**config.mk**
```make
export PLATFORM = sky130hd
export DESIGN_NAME = cart_pole_state_feedback
export DESIGN_NICKNAME = d
export VERILOG_FILES = /design/src/rtl/core/cps_pkg.sv /design/src/rtl/core/cps_cfg.sv /design/src/rtl/core/cps_mul.sv /design/src/rtl/core/cps_pwm.sv /design/src/rtl/core/cart_pole_state_feedback.sv
export SDC_FILE = /design/constraint.sdc
export NUM_CORES = 2
export LEC_CHECK = 0
export ABC_CLOCK_PERIOD_IN_PS = 10800
export BUFFER_PORTS_ARGS = -buffer_cell sky130_fd_sc_hd__buf_4
export CAP_MARGIN = 20
export CORE_ASPECT_RATIO = 1.2
export CORE_UTILIZATION = 60
export CTS_BUF_LIST = sky130_fd_sc_hd__clkbuf_16
export CTS_CLUSTER_DIAMETER = 60
export DETAILED_ROUTE_END_ITERATION = 6
export PLACE_DENSITY = 0.83
export SYNTH_ARGS = -nofsm -noshare
export SYNTH_HDL_FRONTEND = slang
export SYNTH_SLANG_ARGS = --single-unit
```
**constraint.sdc**
```tcl
create_clock -name clk -period 10.8 [get_ports clk]
set_clock_uncertainty 0.15 [all_clocks]
set_input_delay 2.16 -clock clk [delete_from_list [all_inputs] [get_ports clk]]
set_output_delay 2.16 -clock clk [all_outputs]
set_load 0.01 [all_outputs]
```
**src/rtl/core/cps_pkg.sv**
```systemverilog
// Shared types, constants and helper functions for the cart-pole state-feedback controller.
package cps_pkg;

  localparam int CNT_W   = 16;
  localparam int GAIN_W  = 16;
  localparam int GX_W    = 24;
  localparam int SCL_W   = 16;
  localparam int OFS_W   = 10;
  localparam int DUTY_W  = 10;
  localparam int EFF_W   = 11;
  localparam int POS_W   = 32;
  localparam int DIFF_W  = 33;
  localparam int PROD_W  = GX_W + DIFF_W;
  localparam int ACC_W   = PROD_W + 1;
  localparam int FRAC_W  = 24;
  localparam int Q_W     = ACC_W - FRAC_W;
  localparam int CIDX_W  = 3;
  localparam int CDAT_W  = 16;
  localparam int CMD_W   = 2;
  localparam int EFF_MAX = 1023;

  typedef enum logic [CMD_W-1:0] {
    CMD_TICK  = 2'd0,
    CMD_START = 2'd1,
    CMD_STOP  = 2'd2,
    CMD_NOP   = 2'd3
  } cmd_t;

  typedef enum logic [CIDX_W-1:0] {
    REG_K_POS   = 3'd0,
    REG_K_VEL   = 3'd1,
    REG_K_ANG   = 3'd2,
    REG_K_RATE  = 3'd3,
    REG_C_SCALE = 3'd4,
    REG_A_SCALE = 3'd5,
    REG_OFFSET  = 3'd6
  } reg_idx_t;

  typedef struct packed {
    logic signed [GAIN_W-1:0] k_pos;
    logic signed [GX_W-1:0]   k_vel100;
    logic signed [GAIN_W-1:0] k_ang;
    logic signed [GX_W-1:0]   k_rate100;
    logic [SCL_W-1:0]         cart_scale;
    logic [SCL_W-1:0]         angle_scale;
    logic [OFS_W-1:0]         pwm_offset;
  } cfg_t;

  // gain * 100 as shift-add: 64 + 32 + 4
  function automatic logic signed [GX_W-1:0] times100(input logic signed [GAIN_W-1:0] g);
    logic signed [GX_W-1:0] ext;
    begin
      ext = {{(GX_W-GAIN_W){g[GAIN_W-1]}}, g};
      return (ext <<< 6) + (ext <<< 5) + (ext <<< 2);
    end
  endfunction

  // drop fraction bits toward zero, saturate to +-EFF_MAX
  function automatic logic signed [EFF_W-1:0] trunc_sat(input logic signed [ACC_W-1:0] acc);
    logic [ACC_W-1:0]   mag;
    logic [Q_W-1:0]     q;
    logic [EFF_W-2:0]   m;
    logic [EFF_W-1:0]   pos;
    begin
      mag = acc[ACC_W-1] ? ACC_W'(-acc) : acc;
      q   = mag[ACC_W-1:FRAC_W];
      m   = (q > Q_W'(EFF_MAX)) ? (EFF_W-1)'(EFF_MAX) : q[EFF_W-2:0];
      pos = {1'b0, m};
      return acc[ACC_W-1] ? EFF_W'(-pos) : pos;
    end
  endfunction

endpackage

```
**src/rtl/core/cps_cfg.sv**
```systemverilog
// Configuration register file: gains, scale factors and PWM offset.
module cps_cfg (
  input  logic                      clk,
  input  logic                      rst_n,
  input  logic                      cfg_wr_en,
  input  logic [cps_pkg::CIDX_W-1:0] cfg_index,
  input  logic [cps_pkg::CDAT_W-1:0] cfg_wdata,
  output cps_pkg::cfg_t             cfg
);
  import cps_pkg::*;

  cfg_t cfg_r;

  always_ff @(posedge clk) begin
    if (!rst_n) begin
      cfg_r.k_pos       <= 16'sd8582;
      cfg_r.k_vel100    <= times100(16'sd4498);
      cfg_r.k_ang       <= 16'sd32416;
      cfg_r.k_rate100   <= times100(16'sd7917);
      cfg_r.cart_scale  <= 16'd314;
      cfg_r.angle_scale <= 16'd10289;
      cfg_r.pwm_offset  <= 10'd120;
    end else if (cfg_wr_en) begin
      unique case (reg_idx_t'(cfg_index))
        REG_K_POS:   cfg_r.k_pos       <= cfg_wdata;
        REG_K_VEL:   cfg_r.k_vel100    <= times100(cfg_wdata);
        REG_K_ANG:   cfg_r.k_ang       <= cfg_wdata;
        REG_K_RATE:  cfg_r.k_rate100   <= times100(cfg_wdata);
        REG_C_SCALE: cfg_r.cart_scale  <= cfg_wdata;
        REG_A_SCALE: cfg_r.angle_scale <= cfg_wdata;
        REG_OFFSET:  cfg_r.pwm_offset  <= cfg_wdata[OFS_W-1:0];
        default: ;
      endcase
    end
  end

  assign cfg = cfg_r;

endmodule

```
**src/rtl/core/cps_mul.sv**
```systemverilog
// Shared signed multiplier with registered product.
module cps_mul (
  input  logic                              clk,
  input  logic signed [cps_pkg::GX_W-1:0]   op_a,
  input  logic signed [cps_pkg::DIFF_W-1:0] op_b,
  output logic signed [cps_pkg::PROD_W-1:0] prod
);
  import cps_pkg::*;

  logic signed [PROD_W-1:0] prod_r;

  always_ff @(posedge clk) begin
    prod_r <= PROD_W'(op_a * op_b);
  end

  assign prod = prod_r;

endmodule

```
**src/rtl/core/cps_pwm.sv**
```systemverilog
// Effort to PWM duty and direction mapping with deadband offset.
module cps_pwm (
  input  logic signed [cps_pkg::EFF_W-1:0] effort,
  input  logic [cps_pkg::OFS_W-1:0]        pwm_offset,
  input  logic                             held_dir,
  output logic [cps_pkg::DUTY_W-1:0]       duty,
  output logic                             dir
);
  import cps_pkg::*;

  logic [EFF_W-1:0] mag;
  logic [EFF_W-1:0] sum;

  always_comb begin
    mag = effort[EFF_W-1] ? EFF_W'(-effort) : effort;
    sum = {1'b0, pwm_offset} + mag;
    if (effort[EFF_W-1] || effort > EFF_W'(1)) begin
      duty = (sum > EFF_W'(EFF_MAX)) ? DUTY_W'(EFF_MAX) : sum[DUTY_W-1:0];
      dir  = !effort[EFF_W-1];
    end else begin
      duty = '0;
      dir  = held_dir;
    end
  end

endmodule

```
**src/rtl/core/cart_pole_state_feedback.sv**
```systemverilog
// Cart-pole state-feedback controller top level: sequencer, accumulator and stream ports.
//
// One request is taken at a time. A control tick while running walks the sequencer through
// two scale multiplies and four gain multiplies on a single shared 24x33 multiplier, one
// step to fold the last product into the accumulator, one effort truncation step and one
// output step, which raises out_tvalid; no new request is taken until it is back in idle.
// Start, stop, unused commands and ticks while stopped go from idle straight to the output
// step. The result sits in an output register, so a new request is taken once the sequencer
// is back in idle even if the previous result has not been drained yet; a finished result
// waits in the output step for that register to free up, and waiting there delays the next
// request.
module cart_pole_state_feedback (
  input  logic                        clk,
  input  logic                        rst_n,
  input  logic                        in_tvalid,
  output logic                        in_tready,
  input  logic [31:0]                 in_tdata,   // cart_count[15:0], angle_count[31:16]
  input  logic [cps_pkg::CMD_W-1:0]   in_tuser,   // cmd[1:0]
  output logic                        out_tvalid,
  input  logic                        out_tready,
  output logic [23:0]                 out_tdata,  // effort[10:0], pwm_duty[20:11],
                                                  // motor_direction[21], running[22]
  input  logic                        cfg_wr_en,
  input  logic [cps_pkg::CIDX_W-1:0]  cfg_index,
  input  logic [cps_pkg::CDAT_W-1:0]  cfg_wdata
);
  import cps_pkg::*;

  typedef enum logic [9:0] {
    S_IDLE = 10'b00_0000_0001,
    S_SC   = 10'b00_0000_0010,
    S_SA   = 10'b00_0000_0100,
    S_M1   = 10'b00_0000_1000,
    S_M2   = 10'b00_0001_0000,
    S_M3   = 10'b00_0010_0000,
    S_M4   = 10'b00_0100_0000,
    S_ACC  = 10'b00_1000_0000,
    S_EFF  = 10'b01_0000_0000,
    S_OUT  = 10'b10_0000_0000
  } state_t;

  state_t state_r, state_nxt;

  cfg_t cfg;
  logic signed [GX_W-1:0]   op_a;
  logic signed [DIFF_W-1:0] op_b;
  logic signed [PROD_W-1:0] prod;

  logic signed [CNT_W-1:0]  cc_r, ac_r;
  logic signed [POS_W-1:0]  s_r, th_r, prev_s_r, prev_a_r;
  logic signed [DIFF_W-1:0] ds_r, dth_r;
  logic signed [ACC_W-1:0]  acc_r;
  logic signed [EFF_W-1:0]  effort_r;
  logic                     run_r, held_dir_r;
  logic                     out_tvalid_r;
  logic [23:0]              out_tdata_r;
  logic [DUTY_W-1:0]        duty;
  logic                     dir;
  logic                     in_acc, out_load;
  cmd_t                     cmd;

  cps_cfg u_cfg (
    .clk       (clk),
    .rst_n     (rst_n),
    .cfg_wr_en (cfg_wr_en),
    .cfg_index (cfg_index),
    .cfg_wdata (cfg_wdata),
    .cfg       (cfg)
  );

  cps_mul u_mul (
    .clk  (clk),
    .op_a (op_a),
    .op_b (op_b),
    .prod (prod)
  );

  cps_pwm u_pwm (
    .effort     (effort_r),
    .pwm_offset (cfg.pwm_offset),
    .held_dir   (held_dir_r),
    .duty       (duty),
    .dir        (dir)
  );

  assign cmd       = cmd_t'(in_tuser);
  assign in_tready = (state_r == S_IDLE);
  assign in_acc    = in_tvalid && in_tready;
  assign out_load  = (state_r == S_OUT) && (!out_tvalid_r || out_tready);

  always_comb begin
    op_a = '0;
    op_b = '0;
    unique case (state_r)
      S_SC: begin
        op_a = GX_W'(cc_r);
        op_b = signed'({{(DIFF_W-SCL_W){1'b0}}, cfg.cart_scale});
      end
      S_SA: begin
        op_a = GX_W'(ac_r);
        op_b = signed'({{(DIFF_W-SCL_W){1'b0}}, cfg.angle_scale});
      end
      S_M1: begin
        op_a = GX_W'(cfg.k_pos);
        op_b = DIFF_W'(s_r);
      end
      S_M2: begin
        op_a = cfg.k_vel100;
        op_b = ds_r;
      end
      S_M3: begin
        op_a = GX_W'(cfg.k_ang);
        op_b = DIFF_W'(th_r);
      end
      S_M4: begin
        op_a = cfg.k_rate100;
        op_b = dth_r;
      end
      default: ;
    endcase
  end

  always_comb begin
    state_nxt = state_r;
    unique case (state_r)
      S_IDLE: if (in_acc) state_nxt = (cmd == CMD_TICK && run_r) ? S_SC : S_OUT;
      S_SC:   state_nxt = S_SA;
      S_SA:   state_nxt = S_M1;
      S_M1:   state_nxt = S_M2;
      S_M2:   state_nxt = S_M3;
      S_M3:   state_nxt = S_M4;
      S_M4:   state_nxt = S_ACC;
      S_ACC:  state_nxt = S_EFF;
      S_EFF:  state_nxt = S_OUT;
      S_OUT:  if (out_load) state_nxt = S_IDLE;
      default: state_nxt = S_IDLE;
    endcase
  end

  always_ff @(posedge clk) begin
    if (!rst_n) begin
      state_r      <= S_IDLE;
      run_r        <= 1'b0;
      held_dir_r   <= 1'b0;
      prev_s_r     <= '0;
      prev_a_r     <= '0;
      out_tvalid_r <= 1'b0;
    end else begin
      state_r <= state_nxt;
      if (in_acc) begin
        if (cmd == CMD_START) run_r <= 1'b1;
        else if (cmd == CMD_STOP) run_r <= 1'b0;
      end
      if (state_r == S_EFF) begin
        prev_s_r <= s_r;
        prev_a_r <= th_r;
      end
      if (out_load) begin
        held_dir_r   <= dir;
        out_tvalid_r <= 1'b1;
      end else if (out_tready) begin
        out_tvalid_r <= 1'b0;
      end
    end
  end

  // datapath registers
  always_ff @(posedge clk) begin
    if (in_acc) begin
      cc_r     <= in_tdata[15:0];
      ac_r     <= in_tdata[31:16];
      effort_r <= '0;
    end
    unique case (state_r)
      S_SA:  s_r   <= prod[POS_W-1:0];
      S_M1: begin
        th_r <= prod[POS_W-1:0];
        ds_r <= DIFF_W'(s_r) - DIFF_W'(prev_s_r);
      end
      S_M2: begin
        acc_r <= ACC_W'(prod);
        dth_r <= DIFF_W'(th_r) - DIFF_W'(prev_a_r);
      end
      S_M3:  acc_r <= acc_r + ACC_W'(prod);
      S_M4:  acc_r <= acc_r - ACC_W'(prod);
      S_ACC: acc_r <= acc_r - ACC_W'(prod);
      S_EFF: effort_r <= trunc_sat(acc_r);
      default: ;
    endcase
    if (out_load) out_tdata_r <= {1'b0, run_r, dir, duty, effort_r};
  end

  assign out_tvalid = out_tvalid_r;
  assign out_tdata  = out_tdata_r;

  a_state_onehot: assert property (@(posedge clk) disable iff (!rst_n) $onehot(state_r))
    else $error("sequencer state not one-hot");

  a_effort_range: assert property (@(posedge clk) disable iff (!rst_n)
    out_tvalid |-> out_tdata[10:0] != 11'h400)
    else $error("effort outside saturation range");

  a_zero_duty: assert property (@(posedge clk) disable iff (!rst_n)
    out_tvalid && out_tdata[20:11] == '0 |-> out_tdata[10:0] == 11'd0 ||
                                              out_tdata[10:0] == 11'd1)
    else $error("zero duty with nonzero drive effort");

  a_stopped_zero: assert property (@(posedge clk) disable iff (!rst_n)
    out_tvalid && !out_tdata[22] |-> out_tdata[20:0] == '0 || out_tdata[20:11] == '0)
    else $error("output driven while stopped");

  a_busy_after_accept: assert property (@(posedge clk) disable iff (!rst_n)
    in_tvalid && in_tready |=> !in_tready)
    else $error("request taken while busy");

endmodule

```
==> results.md <==
- Max Freq: 97.07 MHz
- Setup Buffers After CTS: 0
- Placed cell areas: 57850 um^2
- CTS resizes: 0
- Post-Layout Cell Count: 7438
- Chip height: 335.4 um
- Max cap viols: 0
- Initial antenna violation count: 7
- Max-Slew Margin vs Limit: under 10%
- Pin count of the biggest net entering global routing: 117
- Flops & latches, synth: just over 500
- Least-Margin Pin Slew: 1.450 ns
- Syn avg cell area: about 9.0 um^2
- Design area: around 60000 um^2
- CTS Buf Count: 57
- Die W: 279.8 um
- CTS sink cnt: 504
- Nets: 7346
- Clk_lat worst skew: between 0.6 and 0.7 ns
- TritonCTS clock tree: built
- Grt ovf: 0
- TNS Setup: 0 ns
- Yosys top cell by area: fa_1
- Synth Instances: 6167
- Overall power: approximately 4.3 mW
- Max VDD drop: between 0.0001 and 0.00015 V
- CP max FO: 52
- Initial Utilization: 60.86%
- H-tree levels: 2
- Net Count, Synth: about 7.4k
- Layout area overhead: 7.479%
- Final WS setup: 0.4979 ns
- Root Buffer Master: clkbuf_16
- Final core occ: 65.41%
- Vias in the first global route: 46.15k
- Final cycle utilization of the critical path: 95.39%
- Pre-CTS setup slack: 0.7622 ns
- Core Box Area: 91290 um^2
- GP Congestion: 1.030
- Fin. Hold Viols: 0
- Crit end category: flop
- Via-per-instance ratio: roughly 6.0
- Crit Path Class: reg -> reg
- Initial DRC Count: 4754
- Vias after detailed routing: 44.82k
- Post-synth EDFFs: ~250
- Pre-antenna DRT Iters: 7
- Cells after DPL: 7328
- Endpoints failing setup: 0
- Tmin final: 10.30 ns
- Synth warnings: 0
- CP peak stage delay: 0.83 ns
- Worst Hold Class: reg -> reg
- Status: finished, final reports clean
- Post-DP HPWL: ~130000 um
- Layout cell share with drive strength beyond 1: 5.735%
- PwrDens: 71.75 nW/um^2
- Most common cell after layout, fill and taps aside: inv_1
- RSZ-0062 raised after global routing: no
- Input/output buffers: 82
- Crit start category: flop
- Synth top area share: between 20 and 30%
- WP data arrival: about 11 ns
- Max-slew violation count: 0
- Avg WL per Cell: approximately 22 um
- Hold_ws: 0.3145 ns
- Gr usage total: between 30% and 40%
- Most frequent cells in the layout: inv_1, nand2_1, fa_1
- Clock buffer depth: 3
- First-pass GRT wire length: 254500 um
- Slowest stage cell, crit path: a221o_1
- WL final: 162300 um
- I/O Pins: 84
- Drt drc: 0
- Synth cell types: 89
- Leak Pwr: 26.01 nW
- Worst-path clk slew: ~0.06 ns
- Synthesized cell area: 55560 um^2
- Most frequent CP cell: fa_1
- Die area: roughly 94000 um^2
- Worst EP required: 11.21 ns
- Core Rows: between 100 and 150
- Post-synth ARST share: 0%
- Synth Flop Type: edfxtp_1
- CTS hold repair buffers: 0
- Routed Antenna Nets: 0
- Largest cells by area after synthesis: fa_1, edfxtp_1, dfxtp_1
- Post-synthesis sequential area ratio: 22.74%
[final timing paths]
| check | start | cells after the start | slack, ns | end |
|---|---|---|---|---|
| worst max-delay path | state_r[1] | 30 | 0.50 | u_mul.prod[56] |
| worst min-delay path | u_cfg.cfg[26] | 2 | 0.31 | u_cfg.cfg[26] |
| worst max register to register | state_r[1] | 30 | 0.50 | u_mul.prod[56] |
| worst min register to register | u_cfg.cfg[26] | 2 | 0.31 | u_cfg.cfg[26] |
[cells by family after synthesis]
family	after synthesis	synth area share, %
flip-flops	504	22.74
buffers and inverters	1330	9.060
XOR/XNOR	257	4.065
AO/OA/AOI/OAI	995	12.05
AND/OR/NAND/NOR	1940	15.32
multiplexers	11	0.2027
adder cells (fa/ha/maj)	1129	36.56
other	1	0.006749
[layer usage]
| metal | global-route usage (%) | wire length (um) |
|---|---|---|
| met2 | 55.61 | 73460 |
| met4 | 21.30 | 11360 |
| met3 | 6.902 | 18130 |
| met1 | 45.10 | 59280 |
| met5 | 0 | 26 |
[synthesized netlist by cell type (all sizes together), types with 12 or more instances]
master  instances
o21a           26
edfxtp        254
o21ai         156
nand3         120
dfxtp         250
a21oi         235
nand2b         40
a221oi         20
nor3           43
or3            17
nor4           18
clkbuf        250
o21bai         38
inv          1056
xnor2         173
a31oi          27
a21boi        145
xor2           84
nor3b          15
nor2b          36
nand2        1026
nand4          41
and3           33
a22oi          88
a21o           75
and4           21
buf            24
or4            19
a211oi         12
and2           32
fa            824
o31ai          24
a221o          20
nor2          443
ha            305
o211ai         23
[state kept, by name, summed over array words and instances, names as in the netlist, 11 cells and up]
register	cells
cc_r	16
th_r	32
prev_a_r	32
ds_r	33
s_r	32
dth_r	33
acc_r	58
u_cfg.cfg	116
out_tdata	23
u_mul.prod	57
effort_r	11
ac_r	16
prev_s_r	32
[final cells by class]
| class | count | area [um^2] |
|---|---|---|
| multi-input cells | 4333 | 38020 |
| fillers | 7094 | 31580 |
| flip-flops and latches | 504 | 12630 |
| inverters | 1056 | 3964 |
| repair buffers | 207 | 1734 |
| well taps | 1230 | 1539 |
| clock buffers | 58 | 1451 |
| clock inverters | 49 | 370.4 |
| diodes | 1 | 2.502 |
[where the power goes]
| part | switching [mW] | internal [mW] | leakage [nW] |
|---|---|---|---|
| logic | 0.198 | 0.129 | 20.8 |
| registers | 0.0272 | 2.05 | 4.25 |
| clock network | 0.862 | 1.02 | 0.932 |
| total | 1.09 | 3.20 | 26.0 |
[critical path: cells and delay by family, from the launching register on]
kind / cells / cell delay, ns
compound gates: 10 / 3.35
xor+xnor: 1 / 0.14
buf+inv: 6 / 0.61
fa+ha+maj: 8 / 3.93
flops: 1 / 0.35
simple gates: 5 / 1.64
Note: power is estimated with default switching activity, not from simulation.
